==> config.mk <==
export PLATFORM = sky130hd
export DESIGN_NAME = register_scoreboard_borrow_stack_top
export DESIGN_NICKNAME = d
export VERILOG_FILES = /design/src/rsbs_pkg.sv /design/src/rsbs_ctrl.sv /design/src/rsbs_datapath.sv /design/src/register_scoreboard_borrow_stack_top.sv
export VERILOG_INCLUDE_DIRS = /design/src /design/src/src
export SDC_FILE = /design/constraint.sdc
export NUM_CORES = 1
export LEC_CHECK = 0
export ABC_CLOCK_PERIOD_IN_PS = 2800
export BUFFER_PORTS_ARGS = -buffer_cell sky130_fd_sc_hd__buf_2
export CORE_MARGIN = 4
export CORE_UTILIZATION = 55
export DETAILED_ROUTE_END_ITERATION = 10
export GPL_TIMING_DRIVEN = 0
export PLACE_DENSITY = 0.77
export RECOVER_POWER = 100
export SLEW_MARGIN = 20
export SYNTH_ARGS = -nofsm -noshare
export SYNTH_HDL_FRONTEND = slang
export SYNTH_SLANG_ARGS = --single-unit
==> constraint.sdc <==
create_clock -name i_clk -period 2.8 [get_ports i_clk]
set_input_delay 0.14 -clock i_clk [delete_from_list [all_inputs] [get_ports i_clk]]
set_output_delay 0.14 -clock i_clk [all_outputs]
set_load 0.02 [all_outputs]
==> src/assert_macros.svh <==
// assertion macros shared by the scoreboard modules
`ifndef ASSERT_MACROS_SVH
`define ASSERT_MACROS_SVH

`ifndef ASSERT_OFF

`define ASSERT_PROP(label, clk, rst_n, prop) \
    label: assert property (@(posedge clk) disable iff (!rst_n) prop) \
        else $error("scoreboard assertion failed");

`define ASSERT_NEVER(label, clk, rst_n, cond) \
    label: assert property (@(posedge clk) disable iff (!rst_n) !(cond)) \
        else $error("scoreboard forbidden condition seen");

`else

`define ASSERT_PROP(label, clk, rst_n, prop)

`define ASSERT_NEVER(label, clk, rst_n, cond)

`endif

`endif

==> src/rsbs_pkg.sv <==
// types and constants of the register scoreboard with borrow stack
package rsbs_pkg;

    localparam int REG_SPACE   = 16;
    localparam int REG_W       = 4;
    localparam int STACK_SLOTS = 16;
    localparam int STACK_AW    = 4;
    localparam int DEPTH_W     = 5;
    localparam int IN_TDATA_W  = 32;
    localparam int OUT_TDATA_W = 16;

    typedef enum logic [3:0] {
        OP_USED     = 4'd0,
        OP_UNUSED   = 4'd1,
        OP_BORROW   = 4'd2,
        OP_RELEASE  = 4'd3,
        OP_ANY      = 4'd4,
        OP_EXCL     = 4'd5,
        OP_SHARED   = 4'd6,
        OP_SPECIFIC = 4'd7,
        OP_HELD     = 4'd8,
        OP_QUERY    = 4'd9
    } t_opcode;

    typedef enum logic [2:0] {
        ST_OK           = 3'd0,
        ST_OCCUPIED     = 3'd1,
        ST_BORROWED     = 3'd2,
        ST_NOT_OCCUPIED = 3'd3,
        ST_NOT_BORROWED = 3'd4,
        ST_ORDER        = 3'd5,
        ST_NONE         = 3'd6
    } t_status;

    typedef struct packed {
        logic              pad;
        logic              held_evicted;
        logic              held_borrowed;
        logic [REG_SPACE-1:0] allow_mask;
        logic [REG_W-1:0]  alloc_reg;
        logic              alloc_is_gpr;
        logic [REG_W-1:0]  reg_index;
        logic [3:0]        opcode;
    } t_request;

    typedef struct packed {
        logic [1:0]       pad;
        logic             any_borrowed;
        logic             reg_borrowed;
        logic             reg_occupied;
        logic             emit_pop;
        logic             emit_push;
        logic             granted_evicted;
        logic             granted_borrowed;
        logic [REG_W-1:0] granted_reg;
        logic [2:0]       status;
    } t_result;

    typedef struct packed {
        logic load;
        logic commit;
    } t_dp_cmd;

    typedef struct packed {
        logic             found;
        logic [REG_W-1:0] idx;
    } t_pick;

    function automatic t_pick lowest_set(input logic [REG_SPACE-1:0] m);
        t_pick p;
        p = '0;
        for (int i = REG_SPACE - 1; i >= 0; i--) begin
            if (m[i]) begin
                p.found = 1'b1;
                p.idx   = REG_W'(i);
            end
        end
        return p;
    endfunction

endpackage

==> src/rsbs_ctrl.sv <==
// request sequencing and result slot control
`include "assert_macros.svh"

module rsbs_ctrl
    import rsbs_pkg::*;
(
    input  logic    i_clk,
    input  logic    i_rst_n,
    input  logic    i_s_tvalid,
    output logic    o_s_tready,
    output logic    o_m_tvalid,
    input  logic    i_m_tready,
    output t_dp_cmd o_cmd
);

    typedef enum logic {
        S_IDLE,
        S_EXEC
    } t_state;

    t_state r_state;
    logic   r_out_valid;
    logic   slot_free;

    assign slot_free    = !r_out_valid || i_m_tready;
    assign o_s_tready   = (r_state == S_IDLE);
    assign o_m_tvalid   = r_out_valid;
    assign o_cmd.load   = (r_state == S_IDLE) && i_s_tvalid;
    assign o_cmd.commit = (r_state == S_EXEC) && slot_free;

    always_ff @(posedge i_clk) begin
        if (!i_rst_n) begin
            r_state     <= S_IDLE;
            r_out_valid <= 1'b0;
        end else begin
            unique case (r_state)
                S_IDLE: begin
                    if (i_s_tvalid) begin
                        r_state <= S_EXEC;
                    end
                    if (i_m_tready) begin
                        r_out_valid <= 1'b0;
                    end
                end
                S_EXEC: begin
                    if (slot_free) begin
                        r_state     <= S_IDLE;
                        r_out_valid <= 1'b1;
                    end
                end
                default: begin
                    r_state <= S_IDLE;
                end
            endcase
        end
    end

    `ASSERT_PROP(a_load_enters_exec, i_clk, i_rst_n, o_cmd.load |=> (r_state == S_EXEC))
    `ASSERT_NEVER(a_no_overwrite, i_clk, i_rst_n, r_out_valid && !i_m_tready && o_cmd.commit)
    `ASSERT_PROP(a_result_held, i_clk, i_rst_n, (o_m_tvalid && !i_m_tready) |=> o_m_tvalid)

endmodule

==> src/rsbs_datapath.sv <==
// scoreboard maps, borrow stack and request evaluation
`include "assert_macros.svh"

module rsbs_datapath
    import rsbs_pkg::*;
#(
    parameter int NUM_REGS = 16
)
(
    input  logic     i_clk,
    input  logic     i_rst_n,
    input  t_dp_cmd  i_cmd,
    input  t_request i_req,
    output t_result  o_result
);

    localparam int MAP_W = (NUM_REGS < REG_SPACE) ? NUM_REGS : REG_SPACE;

    t_request            r_req;
    logic [MAP_W-1:0]    r_occ;
    logic [MAP_W-1:0]    r_bor;
    logic [DEPTH_W-1:0]  r_depth;
    logic [REG_W-1:0]    r_stack [STACK_SLOTS];
    logic [REG_W-1:0]    r_top;
    t_result             r_out;

    logic [REG_SPACE-1:0] valid_map;
    logic [REG_SPACE-1:0] occ_ext;
    logic [REG_SPACE-1:0] bor_ext;
    logic [REG_SPACE-1:0] allowed;
    logic [REG_SPACE-1:0] n_occ_ext;
    logic [REG_SPACE-1:0] n_bor_ext;
    t_pick                pick_free;
    t_pick                pick_spill;
    logic                 any_ok;
    logic [REG_W-1:0]     any_reg;
    logic                 any_evict;
    logic                 alloc_ok;
    t_status              rel_status;
    t_status              st;
    t_opcode              op;
    logic [REG_W-1:0]     r_idx;
    logic                 do_push;
    logic                 do_pop;
    logic [REG_W-1:0]     push_reg;
    t_result              res;

    always_comb begin
        for (int i = 0; i < REG_SPACE; i++) begin
            valid_map[i] = (i < NUM_REGS);
        end
    end

    assign occ_ext    = REG_SPACE'(r_occ);
    assign bor_ext    = REG_SPACE'(r_bor);
    assign allowed    = r_req.allow_mask & valid_map;
    assign pick_free  = lowest_set(allowed & ~occ_ext & ~bor_ext);
    assign pick_spill = lowest_set(allowed & ~bor_ext);
    assign any_ok     = pick_free.found || pick_spill.found;
    assign any_evict  = !pick_free.found;
    assign any_reg    = pick_free.found ? pick_free.idx : pick_spill.idx;
    assign op         = t_opcode'(r_req.opcode);
    assign r_idx      = r_req.reg_index;
    assign alloc_ok   = r_req.alloc_is_gpr && valid_map[r_req.alloc_reg]
                        && r_req.allow_mask[r_req.alloc_reg] && !bor_ext[r_req.alloc_reg];

    always_comb begin
        if (!bor_ext[r_idx] || (r_depth == '0)) begin
            rel_status = ST_NOT_BORROWED;
        end else if (r_top != r_idx) begin
            rel_status = ST_ORDER;
        end else begin
            rel_status = ST_OK;
        end
    end

    always_comb begin
        res       = '0;
        st        = ST_OK;
        do_push   = 1'b0;
        do_pop    = 1'b0;
        push_reg  = r_idx;
        n_occ_ext = occ_ext;
        n_bor_ext = bor_ext;
        unique case (op) inside
            OP_USED: begin
                if (!valid_map[r_idx]) begin
                    st = ST_NONE;
                end else if (occ_ext[r_idx]) begin
                    st = ST_OCCUPIED;
                end else if (bor_ext[r_idx]) begin
                    st = ST_BORROWED;
                end else begin
                    n_occ_ext[r_idx] = 1'b1;
                end
            end
            OP_UNUSED: begin
                if (!occ_ext[r_idx]) begin
                    st = ST_NOT_OCCUPIED;
                end else if (bor_ext[r_idx]) begin
                    st = ST_BORROWED;
                end else begin
                    n_occ_ext[r_idx] = 1'b0;
                end
            end
            OP_BORROW: begin
                if (!valid_map[r_idx]) begin
                    st = ST_NONE;
                end else if (bor_ext[r_idx]) begin
                    st = ST_BORROWED;
                end else begin
                    do_push = 1'b1;
                end
            end
            OP_RELEASE: begin
                st     = rel_status;
                do_pop = (rel_status == ST_OK);
            end
            OP_ANY, OP_EXCL, OP_SHARED: begin
                if ((op != OP_ANY) && alloc_ok) begin
                    res.granted_reg = r_req.alloc_reg;
                    if (op == OP_EXCL) begin
                        do_push              = 1'b1;
                        push_reg             = r_req.alloc_reg;
                        res.granted_borrowed = 1'b1;
                    end
                end else if (any_ok) begin
                    do_push              = 1'b1;
                    push_reg             = any_reg;
                    res.granted_reg      = any_reg;
                    res.granted_borrowed = 1'b1;
                    res.granted_evicted  = any_evict;
                    res.emit_push        = any_evict;
                end else begin
                    st = ST_NONE;
                end
            end
            OP_SPECIFIC: begin
                if (!valid_map[r_idx]) begin
                    st = ST_NONE;
                end else if (bor_ext[r_idx]) begin
                    st = ST_BORROWED;
                end else begin
                    do_push              = 1'b1;
                    res.granted_reg      = r_idx;
                    res.granted_borrowed = 1'b1;
                    res.granted_evicted  = occ_ext[r_idx];
                    res.emit_push        = occ_ext[r_idx];
                end
            end
            OP_HELD: begin
                if (r_req.held_borrowed) begin
                    st     = rel_status;
                    do_pop = (rel_status == ST_OK);
                end
                if (st == ST_OK) begin
                    res.emit_pop = r_req.held_evicted;
                end
            end
            OP_QUERY: begin
                res.reg_occupied = occ_ext[r_idx];
                res.reg_borrowed = bor_ext[r_idx];
            end
            default: begin
                st = ST_OK;
            end
        endcase
        if (do_push) begin
            n_bor_ext[push_reg] = 1'b1;
        end
        if (do_pop) begin
            n_bor_ext[r_idx] = 1'b0;
        end
        res.status       = st;
        res.any_borrowed = (n_bor_ext != '0);
    end

    always_ff @(posedge i_clk) begin
        if (i_cmd.load) begin
            r_req <= i_req;
        end
        if (i_cmd.commit) begin
            r_out <= res;
        end
        if (i_cmd.commit && do_push && (r_depth < DEPTH_W'(STACK_SLOTS))) begin
            r_stack[r_depth[STACK_AW-1:0]] <= push_reg;
        end
        r_top <= r_stack[r_depth[STACK_AW-1:0] - 1'b1];
    end

    always_ff @(posedge i_clk) begin
        if (!i_rst_n) begin
            r_occ   <= '0;
            r_bor   <= '0;
            r_depth <= '0;
        end else if (i_cmd.commit) begin
            r_occ <= n_occ_ext[MAP_W-1:0];
            r_bor <= n_bor_ext[MAP_W-1:0];
            if (do_push && (r_depth < DEPTH_W'(STACK_SLOTS))) begin
                r_depth <= r_depth + 1'b1;
            end else if (do_pop) begin
                r_depth <= r_depth - 1'b1;
            end
        end
    end

    assign o_result = r_out;

    `ASSERT_PROP(a_depth_bound, i_clk, i_rst_n, r_depth <= DEPTH_W'(STACK_SLOTS))
    `ASSERT_PROP(a_depth_matches_map, i_clk, i_rst_n, $countones(r_bor) == int'(r_depth))
    `ASSERT_PROP(a_any_borrowed, i_clk, i_rst_n, i_cmd.commit |=> (r_out.any_borrowed == (r_bor != '0)))

endmodule

==> src/register_scoreboard_borrow_stack_top.sv <==
// top level of the register scoreboard with borrow stack
//
// channel   direction  handshake            payload
// request   in         i_s_tvalid/o_s_tready i_s_tdata, 32 bits
// result    out        o_m_tvalid/i_m_tready o_m_tdata, 16 bits
//
// each request is first registered, then evaluated to update the maps
// a request is taken while a previous result still waits in the output register
// evaluation holds while the output register is full and not being taken
// synchronous active-low reset clears the maps, stack depth and handshake state
module register_scoreboard_borrow_stack_top
    import rsbs_pkg::*;
#(
    parameter int NUM_REGS = 16
)
(
    input  logic                   i_clk,
    input  logic                   i_rst_n,
    input  logic                   i_s_tvalid,
    output logic                   o_s_tready,
    // opcode, reg_index, alloc_is_gpr, alloc_reg, allow_mask, held_borrowed, held_evicted
    input  logic [IN_TDATA_W-1:0]  i_s_tdata,
    output logic                   o_m_tvalid,
    input  logic                   i_m_tready,
    // status, granted_reg, granted_borrowed, granted_evicted, emit_push, emit_pop,
    // reg_occupied, reg_borrowed, any_borrowed
    output logic [OUT_TDATA_W-1:0] o_m_tdata
);

    t_dp_cmd cmd;
    t_result result;

    rsbs_ctrl u_ctrl (
        .i_clk      (i_clk),
        .i_rst_n    (i_rst_n),
        .i_s_tvalid (i_s_tvalid),
        .o_s_tready (o_s_tready),
        .o_m_tvalid (o_m_tvalid),
        .i_m_tready (i_m_tready),
        .o_cmd      (cmd)
    );

    rsbs_datapath #(
        .NUM_REGS (NUM_REGS)
    ) u_datapath (
        .i_clk    (i_clk),
        .i_rst_n  (i_rst_n),
        .i_cmd    (cmd),
        .i_req    (t_request'(i_s_tdata)),
        .o_result (result)
    );

    assign o_m_tdata = OUT_TDATA_W'(result);

endmodule
== Word level (Yosys, flattened, before mapping) ==
Memories as Yosys holds them, arrays and structs flattened. A register that Yosys moved wholly into a read port is not among the register bits.
Cells that the tools add are included.

* Add/sub/neg operators: 3
* Multiply operators: 0
* Div/mod/pow operators: 0
* $lt $le $gt $ge: 6
* Equality and inequality tests: 18
* Shift operators: 0
* Mux-type cells: 97
* Bitwise gates (word level): 11
* Reductions and logical operators: 31

{| class="wikitable"
|+ Operators with widths
! kind !! count
|-
| two-way mux 5 bit || 35
|-
| two-way mux 16 bit || 7
|-
| bitwise AND 16 bit || 5
|-
| NOT 16 bit || 3
|-
| OR 16 bit || 2
|-
| one-hot mux 16 bit (2 select lines) || 1
|-
| two-way mux 3 bit || 10
|-
| two-way mux 4 bit || 7
|-
| two-way mux 7 bit || 3
|-
| two-way mux 1 bit || 20
|-
| one-hot mux 3 bit (6 select lines) || 1
|-
| binary-select mux 1 bit (select 4 bit) || 4
|-
| == test 4 x 3 -> 1 bit (second input constant) || 4
|-
| nonzero test 16 bit || 1
|-
| < comparator 4 x 5 -> 1 bit (second input constant) || 3
|-
| one-hot mux 7 bit (2 select lines) || 1
|-
| != test 2 bit (second input constant) || 6
|-
| logical AND 1 bit || 11
|-
| demux 1 bit (select 4 bit) || 2
|-
| == test 4 x 2 -> 1 bit (second input constant) || 2
|-
| == test 4 bit (second input constant) || 2
|-
| >= comparator 4 x 1 -> 1 bit (second input constant) || 2
|-
| one-hot mux 1 bit (2 select lines) || 4
|-
| AND reduction 7 bit || 1
|-
| other kinds (19) || 29
|}

* Flip-flop bits (word level): 84
* Latch bits: 0
* Memory bits (writable): 64
* Bits in read-only memories: 32
* Logic and storage cells: 190
* Memories: 3

{| class="wikitable"
|+ Memory list
! memory !! words !! width !! read ports !! clocked after memory_dff !! wr ports !! line !! source
|-
| u_datapath.r_stack || 16 || 4 || 1 || 1 || 1 || rsbs_datapath.sv:23 || <nowiki>logic [REG_W-1:0] r_stack [STACK_SLOTS];</nowiki>
|-
| (no name shown) || 16 || 1 || 1 || 1 || 0 || rsbs_datapath.sv:87 || <nowiki>if (!valid_map[r_idx]) begin</nowiki>
|-
| (no name shown) || 16 || 1 || 1 || 1 || 0 || rsbs_datapath.sv:64 || <nowiki>assign alloc_ok = r_req.alloc_is_gpr && valid_map[r_req.alloc_reg]</nowiki>
|}

== Depth between registers and ports, before layout ==
Gate-level depths: netlist of run 1.

* Word-level depth: 32
* Depth in mapped cells: 13
* Gate-level depth less buffers: 12

== By module ==
A second synthesis of run 1 with hierarchy kept.

* Cell total of the unflattened synthesis: 657
* Area, all modules: 7,892.6 sq um

{| class="wikitable"
|+ By module, submodules not included
! module !! times used !! cells each !! area each (sq um)
|-
| rsbs_datapath || 1 || 648 || 7,790.0
|-
| rsbs_ctrl || 1 || 9 || 102.6
|}

== Worst setup path after synthesis of run 1 ==
Ideal clock, no wire load.

* Path kind: register -> register
* Start: register u_datapath.r_req, in the netlist u_datapath.r_idx[0]
* End: register u_datapath.r_depth[4]
* Library setup time: 128 ps
* Arrival: 2,936 ps
* Data required time: 2,672 ps
* Slack: -263 ps
* Stages on the path, launching flop included: 14
* Path through: edfxtp_1 > buf_4 > mux4_2 > mux2i_1 > mux2_2 > and4b_1 > a21oi_2 > or2_2 > fa_1 > a21o_1 > a21oi_1 > nand2_1 > xnor2_1 > nor2_1

* Longest elaborated chain between the ends: 10
* Elaborated cells on any way between the ends: 17
* Those cells by class: eq/ne (1); mux (10); reduce/logical (6)

{| class="wikitable"
|+ Ends and longest elaborated chain
! element !! line !! source
|-
| start, declared || rsbs_datapath.sv:19 || <nowiki>t_request r_req;</nowiki>
|-
| start signal, assigned || rsbs_datapath.sv:180 || <nowiki>r_req <= i_req;</nowiki>
|-
| binary-select mux 1 bit (select 4 bit) || rsbs_datapath.sv:68, rsbs_datapath.sv:109, rsbs_datapath.sv:141 ||
|-
| two-way mux 1 bit (not written as such) || rsbs_datapath.sv:68, rsbs_datapath.sv:109, rsbs_datapath.sv:141 ||
|-
| zero test 1 bit || rsbs_datapath.sv:68 || <nowiki>if (!bor_ext[r_idx] || (r_depth == '0)) begin</nowiki>
|-
| logical OR 1 bit || rsbs_datapath.sv:68 ||
|-
| two-way mux 3 bit || rsbs_datapath.sv:68 ||
|-
| zero test 3 bit || rsbs_datapath.sv:117, rsbs_datapath.sv:154 ||
|-
| two-way mux 1 bit || rsbs_datapath.sv:152 || <nowiki>if (r_req.held_borrowed) begin</nowiki>
|-
| one-hot mux 1 bit (2 select lines) || rsbs_datapath.sv:85 || <nowiki>unique case (op) inside</nowiki>
|-
| nonzero test 2 bit (no line) || - ||
|-
| AND reduction 2 bit (no line) || - ||
|-
| end signal, assigned || rsbs_datapath.sv:200 || <nowiki>r_depth <= r_depth + 1'b1;</nowiki>
|-
| end signal, assigned || rsbs_datapath.sv:202 || <nowiki>r_depth <= r_depth - 1'b1;</nowiki>
|-
| end, declared || rsbs_datapath.sv:22 || <nowiki>logic [DEPTH_W-1:0] r_depth;</nowiki>
|}

Parallel ways exist; a longest one is shown, timed or not. The select of a mux whose other input is x is not followed.
A chain may end at the register's enable or synchronous reset.

==> flow_summary.ini, run 1 <==
[clock_network]
cts.sinks = 151
cts_root_buf = clkbuf_16
clkTransAtPathRegs_ps = 60
cts.path.max_buffers = 2
ctsHtreeMaxLevel = 4
worstSkewPairLatency_ps = 440
cts_made_buffers = 17
cts_tree = done

[status]
status = finished, violations left
violations = capacitance limit, slew limit, setup timing

[critical_path]
max_stage_delay_ps = 500
r2r_cells = 13
r2r_end = u_datapath.o_result[13]$_DFFE_PP_
cp.required_ps = 2950
critical_path_class = flop to flop
startpoint = u_datapath.allowed[9]$_DFFE_PP_
r2r_slack_ps = -950
critical_path_buf_inv_count = 2
path_common_cell = nor2_1
critPathLaunchType = flop
crit_path_end = u_datapath.o_result[13]$_DFFE_PP_
cp_num_cells = 13
timing.rr.start = u_datapath.allowed[9]$_DFFE_PP_
worst-path-max-fanout = 5
cpMaxStageDelayCell = o21ai_0
cpLargestDelayFamily = compound AO/OA/AOI/OAI gates
end_kind = flop
crit_chain = nor3b_4 > nor2_1 > o21ai_0 > nor2_1 > o31ai_2 > o211ai_1 > a31oi_4 > clkinv_4 > buf_4 > nand2b_4 > a21oi_1 > nor4_2 > nand4_1
cp_data_arrival_time_ps = 3910

[logic_synthesis]
synth-simple-area-share_pct = 17.9
ys_ff_latch = 151
synth_common_cells = edfxtp_1 (108), nand2_1 (57), nor2_1 (51), a21oi_1 (47), dfxtp_1 (43)
synth_edf_count = 108
synth_compound_area_share_pct = 12.8
synth_most_common_cell = edfxtp_1
synthCells = 647
synth.area.mux_share_pct = 10.2
synth_ff_type = edfxtp_1
synthXorXnorAreaFrac_pct = 1.37
synth_warnings = 0
syn_area_mm2 = 0.00766
seq_area_frac_synth_pct = 53.6
async_reset_ff_share_pct = 0
netlist_top_cells_area = edfxtp_1 (42%), dfxtp_1 (11%), mux4_2 (9.4%)
synth_top_area_share_pct = 42.3
synth_cell_type_count = 77
synth_fa_ha_area_share_pct = 1.57
yosys.area.top_type = edfxtp_1
synth_top_family_by_area = simple AND/OR/NAND/NOR gates
synth_area_per_cell_um2 = 11.8

[detailed_routing]
wl_per_cell_um = 26.9
vias_per_cell = 6.97
drc = 0
ant_nets = 0
first_pass_iters = 8
vias = 7196
drt-total-wl_um = 27800
drtIter0Drc = 1258

[flow_run]
drv_cap = 1

[placed_design]
hpwl_um = 14500
gp_congestion = 0.935
dp_cells = 875
port_buffers = 50

[die]
rows = 42
core_mm2 = 0.0135
initial_core_util_pct = 57.0
io_pins = 54
die-height_um = 126
die_area_mm2 = 0.0159
die_x_um = 126

[timing]
min_period_ps = 3750
tightest_slew_ps = 1740
fmax_mhz = 266
layout_setup_ws_ps = -954
finClkSkew_ps = 13.1
hold_viol = 0
maxSlewViolCount = 29
setup_violations = 136
holdWs_ps = 407
rsz0062_at_grt = yes
finalCritPeriodShare_pct = 134
slew-limit-headroom_pct = -16.0

[cells_and_area]
layout.cells.non_filler = 1032
drive_gt1_share_pct = 41.5
num_antenna_cells = 0
final_nets = 888
area_growth_syn_to_layout_pct = 40.7

[power_and_ir_drop]
power_frac_seq_pct = 43.4
swShare_pct = 27.8
power.switching_mw = 1.63
p_int_mw = 4.23
comb_power_share_pct = 18.1
power_density_mw_per_mm2 = 544
leakagePower_nw = 3.69
pwr-share-clk_pct = 38.4
ir_worst_vdd_uv = 529

[grt]
grt_antenna_before_repair = 1
grt_pass1_vias = 6481
grt-ovfl-total = 0
grt_max_degree = 29
grt_usage_pct = 29.2
grt_pass1_wl_um = 35900

[hold_path]
min_path_type = input pin to flop
placed cells by master (no fill, tap or decap), drive strengths merged, types with 12 or more instances in the layout:
cell | Yosys | final
o21ai | 21 | 21
nand2 | 57 | 57
nand2b | 30 | 30
nor2b | 15 | 15
a31oi | 12 | 12
nor3b | 20 | 20
inv | 11 | 14
clkbuf | 23 | 63
nor3 | 15 | 15
dfxtp | 43 | 43
nor2 | 54 | 54
dlygate4sd3 | 0 | 34
mux4 | 32 | 32
buf | 10 | 132
edfxtp | 108 | 108
a211oi | 20 | 20
a21oi | 51 | 52
cells by family after synthesis:
logic type / Yosys count
AOI/OAI and AO/OA: 146
xor gates and xnor gates: 12
adders and majority gates: 9
buffers and inverters: 46
DFF: 151
muxes: 38
other: 1
and+or+nand+nor: 244
worst reg2reg max path: stages, from the launching register on:
cell	delay, ps
edfxtp_1	420
nor3b_4	400
nor2_1	140
o21ai_0	500
nor2_1	140
o31ai_2	270
o211ai_1	230
a31oi_4	370
clkinv_4	140
buf_4	180
nand2b_4	110
a21oi_1	100
nor4_2	310
nand4_1	160
metal layers:
layer | routed length (µm) | part of all wire (%) | vias to the layer above | GRT usage, %
met5 | 13 | 0.047 | - | 0
met2 | 13200 | 47 | 687 | 48.3
met4 | 2040 | 7.4 | 2 | 13.0
li1 | - | - | 2889 | -
met3 | 3160 | 11 | 221 | 5.63
met1 | 9380 | 34 | 3397 | 37.7
worst min path at each step:
stage          cells after the start          start                          endpoint  slack, ps
2_1_floorplan                      0  i_s_tdata[13]   u_datapath.allowed[0]$_DFFE_PP_        240
5_1_grt                            2  i_s_tdata[10]    u_datapath.r_req[10]$_DFFE_PP_        410
6_report                           2  i_s_tdata[23]  u_datapath.allowed[10]$_DFFE_PP_        410
3_3_place_gp                       1   i_s_tdata[9]     u_datapath.r_req[9]$_DFFE_PP_        320
3_5_place_dp                       1  i_s_tdata[10]    u_datapath.r_req[10]$_DFFE_PP_        320
4_1_cts                            2  i_s_tdata[23]  u_datapath.allowed[10]$_DFFE_PP_        410
stage by stage:
| stage | TNS [ps] | setup WS, ps | total power [mW] | util (%) | cell area, µm² |
|---|---|---|---|---|---|
| after floorplan | -189 | -101 | 3.03 | - | 7710 |
| after global placement | -32360 | -876 | 3.21 | 60.8 | 8180 |
| after detailed placement | -36520 | -877 | 3.23 | 61.0 | 8210 |
| after CTS | -6180 | -375 | 5.61 | 75.6 | 10200 |
| after global routing | -46920 | -956 | 6.03 | 80.2 | 10800 |
| final | -40950 | -954 | 5.86 | 80.2 | 10800 |
what timing repair did:
item,CTS,global route
pin swaps,50,60
endpoints found under the hold margin,35,0
buffers inserted,61,37
endpoints found under the setup margin,109,134
gates resized for setup,127,105
hold buffers,34,0
cloned,3,0
power by group through the flow:
stage / combinational, mW / clock [mW] / sequential [mW]
after detailed placement: 0.655 / 0 / 2.58
final: 1.06 / 2.25 / 2.55
after floorplan: 0.452 / 0 / 2.58
after global routing: 1.11 / 2.36 / 2.55
after global placement: 0.627 / 0 / 2.58
after CTS: 0.858 / 2.21 / 2.54
cell type report:
class,instances,area [µm²]
Tap cell,176,220
Clock inverter,9,92.6
Multi-Input combinational cell,453,4290
Buffer,31,176
Inverter,13,57.6
Timing Repair Buffer,175,1350
Clock buffer,23,469
Timing Repair inverter,1,3.75
Fill cell,693,2670
Sequential cell,151,4120
Note: power is estimated with default switching activity, not from simulation.
==> run 2: changes to the inputs <==
--- a/config.mk
+++ b/config.mk
@@ -9,10 +9,9 @@
 export ABC_CLOCK_PERIOD_IN_PS = 2800
 export BUFFER_PORTS_ARGS = -buffer_cell sky130_fd_sc_hd__buf_2
 export CORE_MARGIN = 4
-export CORE_UTILIZATION = 55
+export CORE_UTILIZATION = 35
 export DETAILED_ROUTE_END_ITERATION = 10
 export GPL_TIMING_DRIVEN = 0
-export PLACE_DENSITY = 0.77
 export RECOVER_POWER = 100
 export SLEW_MARGIN = 20
 export SYNTH_ARGS = -nofsm -noshare
==> run 2 against run 1 <==
  * The flow finishes with violations (setup timing)
  * Highest routed layer is now met4
  * Largest cell class unchanged
  * Core utilization is 30 points lower
  * Largest power group unchanged
  * Die area rose by 53%
  * Register-to-register slack improved by 480 ps
==> flow_summary.ini, run 2 (synthesis results as in run 1) <==
[status]
status = finished, violations left
violations = setup timing

[timing]
hold_viol = 0
holdWs_ps = 26.8
layout_setup_ws_ps = -472
setup_tns_ps = -26330
fmax_mhz = 306
setup_violations = 116
finClkSkew_ps = 13.6
tightest_slew_ps = 1110
rsz0062_at_grt = yes
finalCritPeriodShare_pct = 117
slew-limit-headroom_pct = 25.8
maxSlewViolCount = 0
min_period_ps = 3270

[detailed_routing]
drtIter0Drc = 609
first_pass_iters = 5
vias_per_cell = 5.62
ant_nets = 0
wl_per_cell_um = 21.0
drt-total-wl_um = 23200
vias = 6202
drc = 0

[critical_path]
timing.rr.start = u_datapath.bor_ext[7]$_SDFFE_PN0P_
critical_path_buf_inv_count = 1
cpLargestDelayFamily = simple AND/OR/NAND/NOR gates
cp_data_arrival_time_ps = 3430
max_stage_delay_ps = 480
path_common_cell = nand4_1
critical_path_class = flop to flop
startpoint = u_datapath.bor_ext[7]$_SDFFE_PN0P_
crit_chain = nand2b_4 > mux4_2 > nand3b_1 > buf_4 > nand4_1 > a31oi_4 > or2_4 > nor2b_4 > nor3b_1 > o22a_1 > nor4_2 > nand4_1
cp.required_ps = 2960
worst-path-max-fanout = 6
cpMaxStageDelayCell = mux4_2
end_kind = flop
critPathLaunchType = flop

[grt]
grt_usage_pct = 17.8
grt_antenna_before_repair = 0
grt_pass1_wl_um = 33100
grt_pass1_vias = 5748
grt_max_degree = 24
grt-ovfl-total = 0

[power_and_ir_drop]
swShare_pct = 28.7
ir_worst_vdd_uv = 398
comb_power_share_pct = 16.8
pwr-share-clk_pct = 39.2
leakagePower_nw = 3.56
p_int_mw = 4.11
power_frac_seq_pct = 44.0
power.switching_mw = 1.66
power_density_mw_per_mm2 = 540

[placed_design]
port_buffers = 50
hpwl_um = 14500
gp_congestion = 0.895

[die]
die-height_um = 156
io_pins = 54
core_mm2 = 0.0213
die_x_um = 156
rows = 53
initial_core_util_pct = 36.0
die_area_mm2 = 0.0243

[hold_path]
min_path_type = input pin to flop
min_from = i_m_tready

[clock_network]
cts_made_buffers = 17
cts.sinks = 151
cts_root_buf = clkbuf_16
clkTransAtPathRegs_ps = 60
worstSkewPairLatency_ps = 440
cts_tree = done
cts.path.max_buffers = 2
ctsHtreeMaxLevel = 4

[cells_and_area]
layout_commonest_cell = edfxtp_1
drive_gt1_share_pct = 38.8
layout_common_cells = edfxtp_1 (108), nand2_1 (50), buf_4 (45), buf_2 (37), clkbuf_1 (35)
final_nets = 861
fin_util_pct = 50.2
area_growth_syn_to_layout_pct = 39.5
num_antenna_cells = 0

[flow_run]
drv_cap = 0
[run 2: what timing repair did]
| action | 4_1_cts | 5_1_grt |
|---|---|---|
| pin swaps | 35 | 66 |
| buffers inserted | 38 | 32 |
| gates cloned | 2 | 1 |
| endpoints found under the hold margin | 32 | 0 |
| resized for setup | 103 | 110 |
| endpoints found under the setup margin | 134 | 123 |
| hold buffers | 32 | 0 |
[run 2: power groups by stage]
stage	Sequential (mW)	Combinational, mW	Clock (mW)
2_1_floorplan	2.58	0.452	0
3_5_place_dp	2.58	0.659	0
3_3_place_gp	2.58	0.644	0
6_report	2.54	0.969	2.26
5_1_grt	2.54	1.03	2.38
4_1_cts	2.53	0.833	2.27
[run 2: worst reg2reg max path, cell delays in order (launching register included)]
cell      delay (ps)
dfxtp_1          410
nand2b_4         220
mux4_2           480
nand3b_1         190
buf_4            150
nand4_1          220
a31oi_4          300
or2_4            190
nor2b_4           60
nor3b_1          130
o22a_1           190
nor4_2           300
nand4_1          160
[run 2: cell type report]
cell class | count | area (µm²)
Clock inverter | 13 | 131
Inverter | 13 | 57.6
Tap cell | 275 | 344
Timing Repair Buffer | 151 | 1180
Sequential cell | 151 | 4120
Buffer | 29 | 145
Clock buffer | 19 | 443
Fill cell | 1791 | 10600
Multi-Input combinational cell | 453 | 4270
[run 2: per-stage QoR]
stage	power (mW)	instance area [µm²]	worst slack, ps	instances
4_1_cts	5.64	10100	-360	1076
5_1_grt	5.96	10700	-560	1104
3_3_place_gp	3.23	8310	-998	973
3_5_place_dp	3.24	8340	-979	974
6_report	5.77	10700	-472	1104
2_1_floorplan	3.03	7710	-101	648
[run 2: metal layers]
| layer | vias to the layer above | track usage, % | wire (µm) |
|---|---|---|---|
| li1 | 2817 | - | - |
| met1 | 3075 | 24.7 | 9710 |
| met2 | 271 | 27.7 | 11200 |
| met3 | 39 | 4.74 | 1790 |
| met4 | 0 | 5.13 | 441 |
| met5 | - | 0 | 0 |
[run 2: path summary, 6_finish.rpt]
check                                                          to  slack [ps]  depth (start not counted)
worst min-delay path               u_ctrl.o_m_tvalid$_SDFFE_PN0P_          30                          3
worst min register to register     u_ctrl.o_m_tvalid$_SDFFE_PN0P_         510                          2
worst max register to register  u_datapath.o_result[13]$_DFFE_PP_        -470                         12
worst max-delay path            u_datapath.o_result[13]$_DFFE_PP_        -470                         12
